<file path="src/sv/lfu_pkg.sv">
// Shared types, codes and defaults for the LFU block cache controller.
package lfu_pkg;

    localparam int MAX_ENTRIES_DEF     = 256;
    localparam int BLOCK_WORDS_DEF     = 32;
    localparam int NUM_DISKS_DEF       = 16;
    localparam int BLOCKS_PER_DISK_DEF = 256;
    localparam int MIN_ENTRIES         = 2;
    localparam int CFG_IDX_W           = 1;
    localparam int CFG_DATA_W          = 9;

    localparam logic [CFG_IDX_W-1:0] CFG_CACHE_ON = 1'b0;
    localparam logic [CFG_IDX_W-1:0] CFG_ENTRIES  = 1'b1;

    typedef enum logic [1:0] {
        OP_STAGE  = 2'd0,
        OP_LOOKUP = 2'd1,
        OP_UPDATE = 2'd2,
        OP_INSERT = 2'd3
    } op_t;

    typedef enum logic [1:0] {
        ST_OK   = 2'd0,
        ST_MISS = 2'd1,
        ST_DUP  = 2'd2,
        ST_OFF  = 2'd3
    } status_t;

    typedef enum logic [1:0] {
        SEL_ZERO,
        SEL_IDX,
        SEL_TARGET
    } slot_sel_t;

    typedef enum logic [3:0] {
        S_IDLE,
        S_DECODE,
        S_SCAN_RD,
        S_SCAN_CMP,
        S_INS,
        S_CRD,
        S_CWR,
        S_WRD,
        S_WLD,
        S_RESULT
    } ctrl_state_t;

    typedef struct packed {
        op_t         op;
        logic [3:0]  disk;
        logic [7:0]  block;
        logic [4:0]  word_index;
        logic [63:0] data_word;
    } req_t;

    typedef struct packed {
        status_t     status;
        logic [63:0] read_word;
        logic        last;
        logic [7:0]  slot;
        logic [31:0] query_count;
        logic [31:0] hit_count;
    } rsp_t;

    typedef struct packed {
        logic      idle;
        logic      stage_write;
        logic      count_query;
        logic      scan_start;
        logic      scan_read;
        logic      scan_eval;
        logic      hit_take;
        logic      ins_take;
        logic      blk_read;
        logic      stg_read;
        logic      blk_write;
        logic      word_next;
        logic      emit;
        logic      emit_word;
        logic      set_res;
        status_t   res_status;
        slot_sel_t res_slot;
    } cmd_t;

    typedef struct packed {
        op_t  op;
        logic in_fire;
        logic cache_on;
        logic key_ok;
        logic slot_valid;
        logic key_match;
        logic scan_last;
        logic word_last;
        logic out_free;
    } stat_t;

endpackage

</file>
<file path="src/sv/lfu_ctrl.sv">
// Controller state machine: sequences decode, slot scan, block copy and result output.
module lfu_ctrl
(
    input  logic           clk,
    input  logic           rst_n,
    input  lfu_pkg::stat_t stat,
    output lfu_pkg::cmd_t  cmd
);

    lfu_pkg::ctrl_state_t state_reg;
    lfu_pkg::ctrl_state_t state_next;

    always_ff @(posedge clk or negedge rst_n)
    begin
        if (!rst_n)
        begin
            state_reg <= lfu_pkg::S_IDLE;
        end
        else
        begin
            state_reg <= state_next;
        end
    end

    always_comb
    begin
        state_next = state_reg;
        case (state_reg)
            lfu_pkg::S_IDLE:
            begin
                if (stat.in_fire)
                begin
                    state_next = lfu_pkg::S_DECODE;
                end
            end
            lfu_pkg::S_DECODE:
            begin
                if (stat.op == lfu_pkg::OP_STAGE || !stat.cache_on || !stat.key_ok)
                begin
                    state_next = lfu_pkg::S_RESULT;
                end
                else
                begin
                    state_next = lfu_pkg::S_SCAN_RD;
                end
            end
            lfu_pkg::S_SCAN_RD:
            begin
                state_next = lfu_pkg::S_SCAN_CMP;
            end
            lfu_pkg::S_SCAN_CMP:
            begin
                case (stat.op)
                    lfu_pkg::OP_LOOKUP:
                    begin
                        if (!stat.slot_valid || stat.scan_last)
                        begin
                            state_next = lfu_pkg::S_RESULT;
                        end
                        else
                        begin
                            state_next = lfu_pkg::S_SCAN_RD;
                        end
                        if (stat.slot_valid && stat.key_match)
                        begin
                            state_next = lfu_pkg::S_WRD;
                        end
                    end
                    lfu_pkg::OP_UPDATE:
                    begin
                        if (stat.slot_valid && stat.key_match)
                        begin
                            state_next = lfu_pkg::S_CRD;
                        end
                        else if (stat.scan_last)
                        begin
                            state_next = lfu_pkg::S_RESULT;
                        end
                        else
                        begin
                            state_next = lfu_pkg::S_SCAN_RD;
                        end
                    end
                    lfu_pkg::OP_INSERT:
                    begin
                        if (stat.slot_valid && stat.key_match)
                        begin
                            state_next = lfu_pkg::S_RESULT;
                        end
                        else if (stat.scan_last)
                        begin
                            state_next = lfu_pkg::S_INS;
                        end
                        else
                        begin
                            state_next = lfu_pkg::S_SCAN_RD;
                        end
                    end
                    default:
                    begin
                        state_next = lfu_pkg::S_RESULT;
                    end
                endcase
            end
            lfu_pkg::S_INS:
            begin
                state_next = lfu_pkg::S_CRD;
            end
            lfu_pkg::S_CRD:
            begin
                state_next = lfu_pkg::S_CWR;
            end
            lfu_pkg::S_CWR:
            begin
                state_next = stat.word_last ? lfu_pkg::S_RESULT : lfu_pkg::S_CRD;
            end
            lfu_pkg::S_WRD:
            begin
                state_next = lfu_pkg::S_WLD;
            end
            lfu_pkg::S_WLD:
            begin
                if (stat.out_free)
                begin
                    state_next = stat.word_last ? lfu_pkg::S_IDLE : lfu_pkg::S_WRD;
                end
            end
            lfu_pkg::S_RESULT:
            begin
                if (stat.out_free)
                begin
                    state_next = lfu_pkg::S_IDLE;
                end
            end
            default:
            begin
                state_next = lfu_pkg::S_IDLE;
            end
        endcase
    end

    always_comb
    begin
        cmd            = '0;
        cmd.res_status = lfu_pkg::ST_OK;
        cmd.res_slot   = lfu_pkg::SEL_ZERO;
        case (state_reg)
            lfu_pkg::S_IDLE:
            begin
                cmd.idle = 1'b1;
            end
            lfu_pkg::S_DECODE:
            begin
                cmd.set_res = 1'b1;
                if (stat.op == lfu_pkg::OP_STAGE)
                begin
                    cmd.stage_write = 1'b1;
                    cmd.res_status  = lfu_pkg::ST_OK;
                end
                else if (!stat.cache_on)
                begin
                    cmd.res_status = lfu_pkg::ST_OFF;
                end
                else if (!stat.key_ok)
                begin
                    cmd.res_status = lfu_pkg::ST_MISS;
                end
                else
                begin
                    cmd.set_res     = 1'b0;
                    cmd.scan_start  = 1'b1;
                    cmd.count_query = (stat.op == lfu_pkg::OP_LOOKUP);
                end
            end
            lfu_pkg::S_SCAN_RD:
            begin
                cmd.scan_read = 1'b1;
            end
            lfu_pkg::S_SCAN_CMP:
            begin
                if (stat.slot_valid && stat.key_match)
                begin
                    if (stat.op == lfu_pkg::OP_INSERT)
                    begin
                        cmd.set_res    = 1'b1;
                        cmd.res_status = lfu_pkg::ST_DUP;
                        cmd.res_slot   = lfu_pkg::SEL_IDX;
                    end
                    else
                    begin
                        cmd.hit_take = 1'b1;
                    end
                end
                else if (stat.op == lfu_pkg::OP_LOOKUP && (!stat.slot_valid || stat.scan_last))
                begin
                    cmd.set_res    = 1'b1;
                    cmd.res_status = lfu_pkg::ST_MISS;
                end
                else if (stat.op == lfu_pkg::OP_UPDATE && stat.scan_last)
                begin
                    cmd.set_res    = 1'b1;
                    cmd.res_status = lfu_pkg::ST_MISS;
                end
                else
                begin
                    cmd.scan_eval = 1'b1;
                end
            end
            lfu_pkg::S_INS:
            begin
                cmd.ins_take = 1'b1;
            end
            lfu_pkg::S_CRD:
            begin
                cmd.stg_read = 1'b1;
            end
            lfu_pkg::S_CWR:
            begin
                cmd.blk_write = 1'b1;
                cmd.word_next = 1'b1;
                if (stat.word_last)
                begin
                    cmd.set_res    = 1'b1;
                    cmd.res_status = lfu_pkg::ST_OK;
                    cmd.res_slot   = lfu_pkg::SEL_TARGET;
                end
            end
            lfu_pkg::S_WRD:
            begin
                cmd.blk_read = 1'b1;
            end
            lfu_pkg::S_WLD:
            begin
                if (stat.out_free)
                begin
                    cmd.emit      = 1'b1;
                    cmd.emit_word = 1'b1;
                    cmd.word_next = 1'b1;
                end
            end
            lfu_pkg::S_RESULT:
            begin
                cmd.emit = stat.out_free;
            end
            default:
            begin
                cmd.idle = 1'b0;
            end
        endcase
    end

endmodule

</file>
<file path="config.mk">
export PLATFORM = sky130hd
export DESIGN_NAME = lfu_ctrl
export DESIGN_NICKNAME = d
export VERILOG_FILES = /design/src/sv/lfu_pkg.sv /design/src/sv/lfu_ctrl.sv
export SDC_FILE = /design/constraint.sdc
export NUM_CORES = 1
export LEC_CHECK = 0
export ABC_AREA = 0
export BUFFER_PORTS_ARGS = -buffer_cell sky130_fd_sc_hd__buf_2
export CAP_MARGIN = 20
export CORE_AREA = 2 2 39 41
export DETAILED_ROUTE_END_ITERATION = 8
export DIE_AREA = 0 0 41 43
export GPL_TIMING_DRIVEN = 0
export PLACE_DENSITY_LB_ADDON = 0.05
export REMOVE_ABC_BUFFERS = 1
export SYNTH_ARGS = -nofsm -noshare
export SYNTH_HDL_FRONTEND = slang
export SYNTH_SLANG_ARGS = --single-unit
</file>
<file path="constraint.sdc">
create_clock -name clk -period 2.99 [get_ports clk]
set_clock_uncertainty 0.05 [all_clocks]
set_input_delay 0 -clock clk [delete_from_list [all_inputs] [get_ports clk]]
set_output_delay 0 -clock clk [all_outputs]
set_load 0.005 [all_outputs]
</file>
==> run_results.csv <==
group,metric,value,unit
worst_setup_path,end_kind,"output port",
drt,dr.pass1.iters,4,
timing,rsz0062_at_grt,"no",
drt,vias,751,
worst_setup_path,cp_top_family,"simple AND/OR/NAND/NOR gates",
floorplan,die_y,43,um
worst_setup_path,critPathSlowestCell,"dfrtp_1",
power_and_ir_drop,peakVddDrop,0.0002923,V
power_and_ir_drop,p_int,287.8,uW
drt,dr.first_iter.drc_count,23,
timing,hold_viol,0,
worst_setup_path,path_cells,"nor4bb_1 -> clkbuf_2 -> and2_4 -> a222oi_1 -> nand2_1 -> buf_2",
cells_and_area,nets,130,
logic_synthesis,yosysSeqAreaShare,16.91,%
global_routing,gr-total-overflow,0,
global_routing,grt_max_degree,16,
drt,ant_nets,0,
worst_setup_path,critPathRequiredTime,2.94,ns
power_and_ir_drop,pwr-share-comb,58.6,%
global_routing,first_global_vias,592,
cells_and_area,diodes,0,
timing,drv_slew,0,
power_and_ir_drop,power_frac_clock,12.1,%
global_routing,grt_usage,20.52,%
logic_synthesis,synthFlopType,"dfrtp_1",
logic_synthesis,synth_edf_count,0,
cts,clkLatencyLatePin,0.24,ns
placed_design,placed_area,719.4,um2
worst_setup_path,cp.arrival,1.96,ns
logic_synthesis,syn_inst,88,
timing,worst_pin_slew,0.4236,ns
timing,setup-violations-final,0,
timing,finalSetupTns,0,ns
global_routing,antenna_found_initial,0,
placed_design,gp_congestion,0.7011,
placed_design,port_buffers,30,
cts,cts_buffers,3,
logic_synthesis,synth_warnings,0,
timing,fmaxAchievable,498.7,MHz
power_and_ir_drop,p_per_area,741.6,nW/um2
cts,clockRootBuffer,"clkbuf_4",
worst_setup_path,critPathBufInv,2,
power_and_ir_drop,swShare,48.73,%
placed_design,place_inst,127,
timing,post-route-period-util,67.06,%
cts,clk_pin_slew_worst_paths,0.04,ns
timing,period_minus_slack,2.005,ns
power_and_ir_drop,seqPwrFrac,29.3,%
cells_and_area,drive_gt1_share,31.03,%
cts,cts.sinks,4,
drt,post_drt_via_cell_ratio,5.689,
logic_synthesis,ys_types,36,
power_and_ir_drop,power.leakage,0.0003998,uW
cells_and_area,areaGrowthSynthToFinish,27.91,%
floorplan,start_util,42.77,%
drt,wl_per_cell,12.14,um
cts,cts_buffer_depth,2,
logic_synthesis,synth_area,591.8,um2
timing,worst_hold_slack,0.03427,ns
job,cap_violations,0,
worst_setup_path,critPathKind,"flip-flop to output port",
drt,totalWireLength,1.602,mm
drt,drcViolationCount,0,
floorplan,die_w,41,um
worst_setup_path,start_kind,"flip-flop",
cells_and_area,design_area,757.0,um2
floorplan,die_area,1763,um2
timing,max-slew-margin-rel,71.52,%
cells_and_area,instances_no_fill,132,
cts,htree_levels,1,
logic_synthesis,synth.avg_cell_area,6.725,um2
floorplan,io_pins,31,
worst_hold_path,hold_class,"input port to flip-flop",
placed_design,dpl.hpwl,1.228,mm
power_and_ir_drop,power_switching,273.5,uW
floorplan,rows,14,
cells_and_area,largest_reg_flops,4,
cts,cts_tree,"yes",
global_routing,grt_pass1_wl,2.559,mm
logic_synthesis,synth-async-reset-ratio,100.0,%
logic_synthesis,synth_seq_cells,4,
floorplan,placeableCoreArea,1384,um2
worst_setup_path,crit_fanout,12,
outcome,status,"complete, no violations",
worst_setup_path,slowest_delay,0.55,ns
[layer usage]
layer / wire length [um] / track usage (%) / share of wire (%)
met1: 718 / 29.45 / 45
met2: 777 / 29.69 / 49
met3: 91 / 6.283 / 5.7
met4: 14 / 4.000 / 0.87
met5: 0 / 0 / 0
[cell usage after synthesis (all sizes together) (2+ instances only)]
library cell	n	area share [%]
inv	6	3.8
o211ai	2	2.5
and3	2	2.1
and2	4	4.7
nor2b	3	3.2
nor2	10	6.3
nor4	3	3.2
nand3b	2	2.5
a21oi	4	3.4
o21ai	6	5.1
nand2	7	4.4
nand4	2	2.1
buf	6	6.6
a31oi	2	2.1
nor3	6	5.1
a211o	2	3.0
a21o	2	2.5
dfrtp	4	17
or4b	2	3.4
nand2b	2	2.1
[layout make-up]
class                           instances  area (um2)
Timing Repair Buffer                   32       165.2
Inverter                                6       22.52
Fill cell                             156       626.9
Sequential cell                         4       100.1
Multi-Input combinational cell         71       426.7
Tap cell                               16       20.02
Clock buffer                            3       22.52
[per-stage QoR]
| step | utilization, % | setup WS (ns) | total power (uW) |
|---|---|---|---|
| after floorplan | - | 1.199 | 360.5 |
| after global placement | 51.99 | 0.8498 | 482.8 |
| after detailed placement | 51.99 | 0.7768 | 491.3 |
| after CTS | 54.34 | 0.5338 | 564.6 |
| after global routing | 54.70 | 0.7959 | 621.4 |
| final | 54.70 | 0.9849 | 561.4 |
[final timing paths]
check                                    startpoint                        to  slack (ns)  depth (start not counted)
setup / recovery           state_reg[1]$_DFFE_PN0P_                    cmd[4]        0.98                          6
hold / removal                              stat[0]  state_reg[0]$_DFFE_PN0P_        0.03                          3
setup reg to reg           state_reg[3]$_DFFE_PN0P_  state_reg[3]$_DFFE_PN0P_        1.13                          5
hold reg to reg            state_reg[1]$_DFFE_PN0P_  state_reg[1]$_DFFE_PN0P_        0.76                          2
max in group asynchronous                     rst_n  state_reg[2]$_DFFE_PN0P_        2.72                          2
min in group asynchronous                     rst_n  state_reg[3]$_DFFE_PN0P_        0.05                          2
[layout by cell type (no fill, tap or decap), drive strengths merged, types with 2 or more instances in the layout]
cell type	count
a211o	2
a21o	2
a21oi	4
a31oi	2
and2	4
and3	2
buf	30
clkbuf	4
dfrtp	4
inv	6
nand2	7
nand2b	2
nand3b	2
nand4	2
nor2	10
nor2b	3
nor3	6
nor4	3
o211ai	2
o21ai	6
or4b	2
[cells by family (layout without fill, tap and decap cells)]
| logic type | Yosys count | count (layout) | synth area share (%) |
|---|---|---|---|
| simple gates | 47 | 47 | 44.61 |
| compound gates | 23 | 23 | 25.79 |
| buf+inv | 13 | 41 | 10.99 |
| flops | 4 | 4 | 16.91 |
| mux | 1 | 1 | 1.691 |
[tightest hold or removal path: cells and delay by family]
kind | cells | cell delay (ns)
buffers and inverters | 1 | 0.10
AND/OR/NAND/NOR | 1 | 0.11
AO/OA/AOI/OAI | 1 | 0.06
[power by group through the flow]
stage	clock, uW	sequential (uW)	combinational, uW
detailed placement	0	164	327
global route	73.6	173	375
CTS	72.3	163	329
finish	68.0	164	329
global placement	0	160	323
floorplan	0	139	222
[what timing repair did]
action,4_1_cts,5_1_grt
gates resized for setup,0,0
hold buffers,1,0
setup buffers,0,0
endpoints found under the hold margin,4,0
(Power assumes the default switching activity.)
